## src/rtl/asfc_pkg.sv

```systemverilog
package asfc_pkg;

    // format_mode codes
    localparam logic [1:0] MODE_MULAW = 2'd0;
    localparam logic [1:0] MODE_EIGHT = 2'd1;
    localparam logic [1:0] MODE_PASS  = 2'd2;

    // direction codes
    localparam logic DIR_ENCODE = 1'b0;
    localparam logic DIR_DECODE = 1'b1;

    // configuration register indexes
    localparam int CFG_INDEX_W = 2;
    localparam int CFG_DATA_W  = 2;
    localparam logic [CFG_INDEX_W-1:0] CFG_FORMAT_MODE = 2'd0;
    localparam logic [CFG_INDEX_W-1:0] CFG_DIRECTION   = 2'd1;

    // mu-law constants
    localparam logic [12:0] MU_MAX       = 13'h1FFF;
    localparam logic [14:0] MU_BIAS      = 15'd33;
    localparam logic [7:0]  MU_ZERO_TRAP = 8'h02;
    localparam logic [7:0]  MU_DEC_BIAS  = 8'h84;

    localparam logic [7:0]  EIGHT_FLIP   = 8'h80;
    localparam logic [15:0] EIGHT_OFFSET = 16'd32640;

    typedef struct packed {
        logic signed [15:0] linear_in;
        logic [7:0]         code_in;
        logic               block_end;
    } req_t;

    typedef struct packed {
        logic [7:0]         code_out;
        logic signed [15:0] linear_out;
        logic               block_end_out;
    } result_t;

endpackage

```

## src/rtl/audio_sample_format_codec.sv

```systemverilog
// channel   direction  handshake                 payload
// request   in         start, busy               item (req_t)
// result    out        done (one-cycle strobe)   result (result_t)
// config    in         cfg_valid, cfg_ready      cfg_index, cfg_data
//
// One request per cycle; busy never rises. Result appears on done once
// the request has passed one input register and one result register.
// Async active-low reset clears the pipeline valids and the config
// (mu-law, encode). The result side cannot stall, so nothing backs up.
module audio_sample_format_codec (
    input  logic                             clk,
    input  logic                             rst_n,
    input  logic                             start,
    output logic                             busy,
    input  asfc_pkg::req_t                   item,
    output logic                             done,
    output asfc_pkg::result_t                result,
    input  logic                             cfg_valid,
    output logic                             cfg_ready,
    input  logic [asfc_pkg::CFG_INDEX_W-1:0] cfg_index,
    input  logic [asfc_pkg::CFG_DATA_W-1:0]  cfg_data
);

    logic              in_valid_reg;
    asfc_pkg::req_t    in_item_reg;
    logic              done_reg;
    asfc_pkg::result_t result_reg;
    asfc_pkg::result_t result_next;
    logic [1:0]        format_mode_reg;
    logic              direction_reg;

    logic [7:0]         mu_code;
    logic signed [15:0] mu_linear;

    assign busy      = 1'b0;
    assign cfg_ready = 1'b1;
    assign done      = done_reg;
    assign result    = result_reg;

    always_ff @(posedge clk or negedge rst_n)
    begin
        if (!rst_n)
        begin
            format_mode_reg <= asfc_pkg::MODE_MULAW;
            direction_reg   <= asfc_pkg::DIR_ENCODE;
        end
        else if (cfg_valid && cfg_ready)
        begin
            case (cfg_index)
                asfc_pkg::CFG_FORMAT_MODE: format_mode_reg <= cfg_data[1:0];
                asfc_pkg::CFG_DIRECTION:   direction_reg   <= cfg_data[0];
                default: ;
            endcase
        end
    end

    always_ff @(posedge clk or negedge rst_n)
    begin
        if (!rst_n)
        begin
            in_valid_reg <= 1'b0;
            done_reg     <= 1'b0;
        end
        else
        begin
            in_valid_reg <= start && !busy;
            done_reg     <= in_valid_reg;
        end
    end

    always_ff @(posedge clk)
    begin
        if (start && !busy)
        begin
            in_item_reg <= item;
        end
        if (in_valid_reg)
        begin
            result_reg <= result_next;
        end
    end

    asfc_mulaw u_mulaw (
        .linear     (in_item_reg.linear_in),
        .code       (in_item_reg.code_in),
        .enc_code   (mu_code),
        .dec_linear (mu_linear)
    );

    always_comb
    begin
        result_next.code_out      = 8'd0;
        result_next.linear_out    = 16'sd0;
        result_next.block_end_out = in_item_reg.block_end;
        case (format_mode_reg)
            asfc_pkg::MODE_MULAW:
            begin
                if (direction_reg == asfc_pkg::DIR_ENCODE)
                begin
                    result_next.code_out = mu_code;
                end
                else
                begin
                    result_next.linear_out = mu_linear;
                end
            end
            asfc_pkg::MODE_EIGHT:
            begin
                if (direction_reg == asfc_pkg::DIR_ENCODE)
                begin
                    result_next.code_out = in_item_reg.linear_in[15:8] ^ asfc_pkg::EIGHT_FLIP;
                end
                else
                begin
                    result_next.linear_out =
                        {in_item_reg.code_in, 8'd0} - asfc_pkg::EIGHT_OFFSET;
                end
            end
            asfc_pkg::MODE_PASS:
            begin
                result_next.linear_out = in_item_reg.linear_in;
            end
            default: ;
        endcase
    end

endmodule

```

## src/rtl/asfc_mulaw.sv

```systemverilog
module asfc_mulaw (
    input  logic signed [15:0] linear,
    input  logic [7:0]         code,
    output logic [7:0]         enc_code,
    output logic signed [15:0] dec_linear
);

    logic [16:0] mag;
    logic [14:0] biased;
    logic [12:0] sat;
    logic [2:0]  expo;
    logic [12:0] shifted;
    logic [3:0]  mant;

    logic [7:0]  u;
    logic [7:0]  base;
    logic [14:0] dec_shift;
    logic [14:0] dec_mag;

    // encode: magnitude, bias, saturate, leading-one search over bits 12..5
    always_comb
    begin
        if (linear[15])
        begin
            mag = 17'd0 - {linear[15], linear};
        end
        else
        begin
            mag = {1'b0, linear};
        end
        biased = mag[16:2] + asfc_pkg::MU_BIAS;
        if (biased > {2'b00, asfc_pkg::MU_MAX})
        begin
            sat = asfc_pkg::MU_MAX;
        end
        else
        begin
            sat = biased[12:0];
        end
        expo = 3'd0;
        for (int i = 0; i < 8; i++)
        begin
            if (sat[i+5])
            begin
                expo = 3'(i);
            end
        end
        shifted  = sat >> ({1'b0, expo} + 4'd1);
        mant     = shifted[3:0];
        enc_code = ~{linear[15], expo, mant};
    end

    // decode: G.711 expansion; the zero trap code maps onto code zero
    always_comb
    begin
        if (code == asfc_pkg::MU_ZERO_TRAP)
        begin
            u = 8'hFF;
        end
        else
        begin
            u = ~code;
        end
        base      = {1'b0, u[3:0], 3'b000} + asfc_pkg::MU_DEC_BIAS;
        dec_shift = {7'd0, base} << u[6:4];
        dec_mag   = dec_shift - {7'd0, asfc_pkg::MU_DEC_BIAS};
        if (u[7])
        begin
            dec_linear = 16'd0 - {1'b0, dec_mag};
        end
        else
        begin
            dec_linear = {1'b0, dec_mag};
        end
    end

endmodule

```

## config.mk

```make
export PLATFORM = sky130hd
export DESIGN_NAME = audio_sample_format_codec
export DESIGN_NICKNAME = d
export VERILOG_FILES = /design/src/rtl/asfc_pkg.sv /design/src/rtl/audio_sample_format_codec.sv /design/src/rtl/asfc_mulaw.sv
export SDC_FILE = /design/constraint.sdc
export NUM_CORES = 1
export LEC_CHECK = 0
export BUFFER_PORTS_ARGS = -buffer_cell sky130_fd_sc_hd__buf_4
export CAP_MARGIN = 30
export CORE_MARGIN = 1
export CORE_UTILIZATION = 53
export DETAILED_ROUTE_END_ITERATION = 10
export GPL_TIMING_DRIVEN = 0
export PLACE_DENSITY = 0.83
export RECOVER_POWER = 25
export SETUP_SLACK_MARGIN = 0.1
export SLEW_MARGIN = 15
export SYNTH_ARGS = -nofsm -noshare
export SYNTH_HDL_FRONTEND = slang
export SYNTH_SLANG_ARGS = --single-unit
```

## constraint.sdc

```tcl
create_clock -name clk -period 8.35 [get_ports clk]
set_clock_uncertainty 0.15 [all_clocks]
set_input_delay 0.835 -clock clk [delete_from_list [all_inputs] [get_ports clk]]
set_output_delay 0.835 -clock clk [all_outputs]
set_load 0.005 [all_outputs]
```

==> key figures, run 1 <==
Routing
  – DR iter-0 viols: 339
  – ANT nets after route: 0
  – Routed vias: 4335
  – Wire length per cell: 18.0 um
  – Final WL: 12.1 mm
  – # DRC: 0
  – 1st-pass router iterations: 5
  – Post-DR vias/cell: 6.46

Setup path
  – Crit-path cells: clkbuf_1 > nor2_1 > a211oi_1 > inv_1 > ha_1 > inv_1 > o21ai_0 > a2111oi_0 > nand2b_1 > mux2_2 > o21ai_1 > a41oi_1 > xnor2_1 > nand2_1 > o31ai_1
  – Critical-path maximum fanout: 10
  – CP Launch Type: flip-flop
  – CP Capture Type: flip-flop
  – Worst EP arrival: 4770 ps
  – Reg2Reg Depth: 15
  – Crit path kind: reg2reg
  – Required @ worst endpoint: 8350 ps
  – Most used cell, CP: inv_1
  – Slowest cell on the critical path: a2111oi_0
  – Max incr delay on CP: 700 ps

Synthesis
  – Largest family of logic cells by synthesized area: compound AO/OA/AOI/OAI gates
  – Area share of and/or/nand/nor cells after synthesis: 23.1%
  – YS warnings: 0
  – Cells after Synth: 499
  – Post-Syn Nets: 538
  – EDFF count, synth: 50
  – Sequential fraction of the synthesis area: 35.1%
  – Syn avg cell area: 9.29 um^2
  – Synth Area in Adders: 1.62%
  – Yosys reg bits: 55
  – Multiplexer share of the synthesized area: 4.70%
  – Async set-reset flop share out of synthesis: 9.09%
  – Area of the mapped netlist: 0.00464 mm^2
  – Synth Area in XOR/XNOR: 5.67%
  – Main synth FF type: edfxtp_1
  – Synth Area in Compound Gates: 25.0%
  – Yosys cell types: 89

STA
  – RSZ-0062 raised after global routing: false
  – Max-slew violations: 0
  – Maximum clock frequency: 210 MHz
  – Slew margin rel.: 5.93%
  – Final setup vio count: 0
  – Final min period: 4770 ps
  – Measured slew at the worst slew-check pin: 1410 ps
  – Fin. Hold Viols: 0
  – Tcrit/Tclk final: 57.1%
  – Setup TNS: 0 ps
  – Fin worst setup slack: 3580 ps

Run status
  – Run status: finished clean

Finish
  – Reg area: 0.00163 mm^2
  – Commonest non-fill, non-tap cell in the layout: edfxtp_1
  – Fillers: 734
  – Area of the multi-input gates: 0.00279 mm^2
  – Area grow syn2layout: 14.7%
  – Most frequent cells in the layout: 50 x edfxtp_1, 39 x nand2_1, 36 x nor2_1
  – Layout cells sized above 1: 20.0%
  – Final nets: 604
  – N_diodes: 0

Placed design
  – GP Congestion: 0.914
  – HPWL after DPL: 9.13 mm
  – Post-place setup slack: 3770 ps
  – Port bufs: 58

Run
  – Max_cap viols: 0

Clocking
  – Post-CTS Setup Bufs: 0
  – CTS Buffer Depth: 2
  – Post-CTS sizing: 0
  – CTS clock-pin slew for the worst setup and hold paths: 110 ps
  – TritonCTS clock tree: built
  – Worst skew pair latency: 320 ps
  – Cts bufs inserted: 5
  – Post-CTS Hold Fix Bufs: 0
  – Clock sink count: 55
  – Root buf cell: clkbuf_8
  – Htree depth: 2

Global route
  – Met2 usage: 46.0%
  – Gr ovfl total: 0
  – GRT Overall Usage: 27.8%
  – Global-route wire length before repair: 19.7 mm
  – M3 GR Usage: 3.27%
  – Grt peak-use layer: met2
  – Met1 GRT Util: 37.8%
  – Vias in the first global route: 4041
  – Largest net degree at the start of global routing: 27
  – Antenna violations before repair: 0

Floorplanning
  – Die H: 95.5 um
  – Die area: 0.00913 mm^2
  – Die width: 95.5 um
  – # rows: 33
  – Initial Utilization: 55.6%
  – I/O pins: 61
  – Core area: 0.00834 mm^2

Min path
  – HP Class: in2async

Pwr
  – Pwr dens: 168 mW/mm^2
  – Lkg Pwr: 1.97 nW
  – VDD IR max: 0.111 mV
-- path summary, 6_finish.rpt --
kind	from	end	slack (ps)
max reg2reg	in_item_reg[5]	result[15]	3580
min	rst_n	direction_reg	200
min in group clk	in_item_reg[0]	result[0]	300
max	in_item_reg[5]	result[15]	3580
min reg2reg	in_item_reg[0]	result[0]	300
max in group asynchronous	rst_n	format_mode_reg[1]	7650
-- cell families (layout without fill, tap and decap cells) --
family / Yosys count / in the layout
simple gates: 187 / 187
compound gates: 151 / 151
flops: 55 / 55
buf+inv: 49 / 116
xor+xnor: 30 / 30
mux: 19 / 19
fa+ha+maj: 6 / 6
other cells: 2 / 2
-- worst max-delay path, delay by kind of cell, from the launching register on --
| family | cells | cell delay [ps] |
|---|---|---|
| xor gates and xnor gates | 1 | 200 |
| muxes | 1 | 360 |
| adders and majority gates | 1 | 240 |
| buffers and inverters | 3 | 600 |
| DFF | 1 | 480 |
| and+or+nand+nor | 3 | 520 |
| AOI/OAI and AO/OA | 6 | 2030 |
-- cells in the mapped netlist (3+ instances only) --
| master | number | area [um^2] |
|---|---|---|
| nand2b_1 | 8 | 50.1 |
| or2_1 | 3 | 18.8 |
| and2_1 | 5 | 31.3 |
| mux2i_1 | 9 | 90.1 |
| nor4_1 | 4 | 25.0 |
| buf_1 | 5 | 18.8 |
| or3_1 | 7 | 43.8 |
| buf_2 | 6 | 30.0 |
| a21o_1 | 4 | 30.0 |
| o31a_1 | 3 | 26.3 |
| o21ai_0 | 20 | 100 |
| a211oi_1 | 6 | 45.0 |
| ha_1 | 6 | 75.1 |
| mux2_2 | 7 | 78.8 |
| edfxtp_1 | 50 | 1500 |
| buf_4 | 3 | 22.5 |
| o211a_1 | 4 | 40.0 |
| and3_1 | 7 | 43.8 |
| nor3b_1 | 5 | 37.5 |
| nor3_1 | 11 | 55.1 |
| o21ai_1 | 5 | 25.0 |
| nand3b_1 | 3 | 22.5 |
| o221ai_1 | 3 | 26.3 |
| o211ai_1 | 10 | 75.1 |
| o31ai_1 | 5 | 37.5 |
| clkbuf_1 | 14 | 52.6 |
| nand3_1 | 17 | 85.1 |
| a22oi_1 | 8 | 60.1 |
| nor2b_1 | 8 | 50.1 |
| a41oi_1 | 5 | 43.8 |
| xor2_1 | 13 | 114 |
| xnor2_1 | 17 | 149 |
| nand4_1 | 10 | 62.6 |
| o21a_1 | 3 | 22.5 |
| a21oi_1 | 25 | 125 |
| dfrtp_1 | 5 | 125 |
| a31oi_1 | 9 | 56.3 |
| nor2_1 | 36 | 135 |
| a32oi_1 | 3 | 26.3 |
| nand2_1 | 39 | 146 |
| inv_1 | 18 | 67.6 |
| a22o_1 | 4 | 35.0 |
-- report_power, final --
part           switching [mW]  leakage (nW)  internal, mW
logic                   0.216          1.36         0.153
clock network          0.0998        0.0463        0.0619
registers              0.0238         0.559         0.339
total                   0.340          1.97         0.553
-- metal layers --
layer	vias up	wire length (um)
met2	183	5730
li1	2049	-
met3	29	733
met4	0	310
met5	-	0
met1	2074	5330
-- stage by stage --
stage / utilization (%) / power (mW) / cell area (um^2) / hold slack [ps] / instances
after floorplan: - / 0.618 / 4640 / 250 / 499
after global placement: 62.4 / 0.718 / 5200 / 260 / 662
after detailed placement: 62.4 / 0.727 / 5200 / 262 / 662
after CTS: 63.5 / 0.890 / 5300 / 146 / 670
after global routing: 63.8 / 0.944 / 5320 / 218 / 671
final: 63.8 / 0.893 / 5320 / 196 / 671
-- cell type report --
cell class                      count  share of cell area, %
Multi-Input combinational cell    395                   52.5
Buffer                             30                   2.75
Clock inverter                      3                  0.517
Sequential cell                    55                   30.6
Timing Repair Buffer               59                   8.56
Inverter                           19                   1.34
Clock buffer                        5                   1.29
Tap cell                          105                   2.47
(Power assumes the default switching activity.)
==> run 2, diff against run 1 <==
--- a/config.mk
+++ b/config.mk
@@ -5,13 +5,14 @@
 export SDC_FILE = /design/constraint.sdc
 export NUM_CORES = 1
 export LEC_CHECK = 0
+export ABC_AREA = 1
 export BUFFER_PORTS_ARGS = -buffer_cell sky130_fd_sc_hd__buf_4
 export CAP_MARGIN = 30
 export CORE_MARGIN = 1
-export CORE_UTILIZATION = 53
+export CORE_UTILIZATION = 52
 export DETAILED_ROUTE_END_ITERATION = 10
 export GPL_TIMING_DRIVEN = 0
-export PLACE_DENSITY = 0.83
+export PLACE_DENSITY = 0.86
 export RECOVER_POWER = 25
 export SETUP_SLACK_MARGIN = 0.1
 export SLEW_MARGIN = 15
==> constraint.sdc (replaced) <==
create_clock -name clk -period 3.93 [get_ports clk]
set_clock_uncertainty 0.15 [all_clocks]
set_input_delay 0.393 -clock clk [delete_from_list [all_inputs] [get_ports clk]]
set_output_delay 0.393 -clock clk [all_outputs]
set_load 0.005 [all_outputs]
==> run 2 against run 1 <==
Compared with the run above:
- setup slack worse by 3100 ps
- global-route usage down 4.1 points
- sequential share of layout area grew 3.7 points
- die area shrank 10%
- cell count increased by 8.0%
- total power is 86% higher
- critical path depth grew 11
- cell area down 11%
- sequential power is 110% higher
- largest cell class unchanged
==> key figures, run 2 <==
Synthesis
  – Yosys reg bits: 55
  – Synth Area in Compound Gates: 9.68%
  – YS warnings: 0
  – Multiplexer share of the synthesized area: 0%
  – EDFF count, synth: 50
  – Syn avg cell area: 7.30 um^2
  – Async set-reset flop share out of synthesis: 9.09%
  – Main synth FF type: edfxtp_1
  – Area share of and/or/nand/nor cells after synthesis: 37.9%
  – Yosys cell types: 41
  – Largest family of logic cells by synthesized area: simple AND/OR/NAND/NOR gates
  – Post-synth top area cell: edfxtp_1
  – Synth Area in XOR/XNOR: 2.77%
  – Count leader, synth: nand2_1
  – Sequential fraction of the synthesis area: 40.0%
  – Ranking of synthesized cells by area: edfxtp_1 37%, nand2_1 18%, nand3_1 5.5%, nor2_1 5.3%, inv_1 5.0%
  – Area of the mapped netlist: 0.00407 mm^2
  – Commonest cells in the netlist: 195 x nand2_1, 58 x nor2_1, 54 x inv_1, 50 x edfxtp_1, 45 x nand3_1
  – Post-synth top area share: 36.9%
  – Synth Area in Adders: 1.84%
  – Cells after Synth: 558
  – Post-Syn Nets: 597

Routing
  – 1st-pass router iterations: 5
  – ANT nets after route: 0
  – Post-DR vias/cell: 5.22
  – Routed vias: 3782
  – Wire length per cell: 12.6 um
  – Final WL: 9.17 mm
  – DR iter-0 viols: 418
  – # DRC: 0

Global route
  – Global-route wire length before repair: 15.8 mm
  – Gr ovfl total: 0
  – GRT Overall Usage: 23.7%
  – Largest net degree at the start of global routing: 27
  – Vias in the first global route: 3509
  – Antenna violations before repair: 0

STA
  – Max-slew violations: 0
  – Setup TNS: 0 ps
  – Slew margin rel.: 2.95%
  – Maximum clock frequency: 290 MHz
  – RSZ-0062 raised after global routing: false
  – Tcrit/Tclk final: 87.6%
  – Measured slew at the worst slew-check pin: 1460 ps
  – Fin. Hold Viols: 0
  – Final setup vio count: 0
  – Final min period: 3440 ps

Clocking
  – Root buf cell: clkbuf_8
  – CTS clock-pin slew for the worst setup and hold paths: 90 ps
  – Cts bufs inserted: 5
  – TritonCTS clock tree: built
  – CTS Buffer Depth: 2
  – Worst skew pair latency: 300 ps
  – Htree depth: 2
  – Clock sink count: 55

Pwr
  – Total power: 1.66 mW
  – Lkg Pwr: 2.26 nW
  – VDD IR max: 0.220 mV
  – Pwr dens: 350 mW/mm^2

Setup path
  – CP Launch Type: flip-flop
  – Worst EP arrival: 3350 ps
  – Critical-path maximum fanout: 9
  – Crit path kind: reg2reg
  – Required @ worst endpoint: 3840 ps
  – Reg2Reg Depth: 26
  – CP Capture Type: flip-flop

Floorplanning
  – Die H: 90.5 um
  – I/O pins: 61
  – Die area: 0.00819 mm^2
  – # rows: 31
  – Die width: 90.5 um
  – Core area: 0.00741 mm^2
  – Initial Utilization: 55.0%

Placed design
  – GP Congestion: 0.958
  – Port bufs: 58
  – Cell count after placement: 716
  – HPWL after DPL: 7.21 mm

Finish
  – Finished Core Util: 64.0%
  – Commonest non-fill, non-tap cell in the layout: nand2_1
  – N_diodes: 0
  – Final nets: 664
  – Area of the multi-input gates: 0.00213 mm^2
  – Area grow syn2layout: 16.5%
  – Fillers: 632
  – Post-Layout Cell Count: 725
  – Layout cells sized above 1: 20.3%
  – Reg area: 0.00163 mm^2
  – Most frequent cells in the layout: 195 x nand2_1, 57 x nor2_1, 54 x inv_1

Min path
  – HP Class: in2reg
  – WHS Path Cells: 1

Run
  – Max_cap viols: 0

Run status
  – Run status: finished clean
## run 2: cell count changes after synthesis, moves of 10 or more
cell      previous run  this run
nand2_1             39       195
nand3_1             17        45
clkbuf_1            14         2
a21oi_1             25         8
nor2_1              36        58
xnor2_1             17         3
nand2_2              0        14
o211ai_1            10         0
inv_1               18        54
inv_2                0        12
## run 2: stage by stage
stage / hold slack, ps / setup slack (ps) / area [um^2]
after global placement: 46.0 / 621 / 4630
final: 132 / 487 / 4740
after CTS: 104 / 481 / 4750
after global routing: 117 / 144 / 4740
after detailed placement: 45.7 / 504 / 4660
after floorplan: -52.6 / 979 / 4070
## run 2: path summary, 6_finish.rpt
check	slack [ps]	startpoint	end
worst max-delay path	490	in_item_reg[6]	result[13]
worst min-delay path	130	item[13]	in_item_reg[13]
worst max register to register	490	in_item_reg[6]	result[13]
worst min register to register	290	in_item_reg[0]	result[0]
max in group asynchronous	3120	rst_n	format_mode_reg[1]
min in group asynchronous	310	rst_n	done
## run 2: metal layers
layer	vias up	track usage [%]	wire [um]
li1	1948	-	-
met3	9	4.97	688
met4	0	6.05	100
met5	-	0	0
met1	1680	33.2	4290
met2	145	37.3	4080
## run 2: layout make-up
type                    instances  area share (%)
plain buffers                   9            1.29
clock buffers                   7            1.61
clock inverters                 1           0.105
repair buffers                 60            9.81
inverters                      67            5.30
flip-flops and latches         55            34.3
well taps                      99            2.61
multi-input cells             427            45.0
## run 2: power breakdown
| group | internal, mW | leakage, nW | switching [mW] |
|---|---|---|---|
| Sequential | 0.712 | 0.558 | 0.0456 |
| Combinational | 0.231 | 1.66 | 0.383 |
| Clock | 0.125 | 0.0422 | 0.164 |
## run 2: timing repair
action | 4_1_cts | 5_1_grt
endpoints found under the hold margin | 5 | 0
endpoints found under the setup margin | 0 | 3
resized for setup | 0 | 2
setup buffers | 0 | 0
hold buffers | 1 | 0
## run 2: logic make-up after synthesis
kind of cell | after synthesis
DFF | 55
buffers and inverters | 76
other | 2
xor gates and xnor gates | 12
and+or+nand+nor | 346
adders and majority gates | 6
AOI/OAI and AO/OA | 61
## run 2: worst max-delay path, cell delays in order, from the launching register on
cell and delay (ps):
edfxtp_1 380, buf_4 180, inv_2 110, nand2_1 120
nor2_2 150, nand3_1 90, nand2_1 80, nand2_1 60
o21ai_2 80, inv_2 40, nand2_1 70, nand3_1 170
ha_1 270, nand2_1 60, nand2_1 80, nand2_1 100
nand3_1 70, nor2_1 170, nand2_1 100, nor2_1 100
nand2_1 80, nor2_1 130, nand3_1 120, nand2_1 80
nand2_1 50, nand3_1 70, nand2_1 50
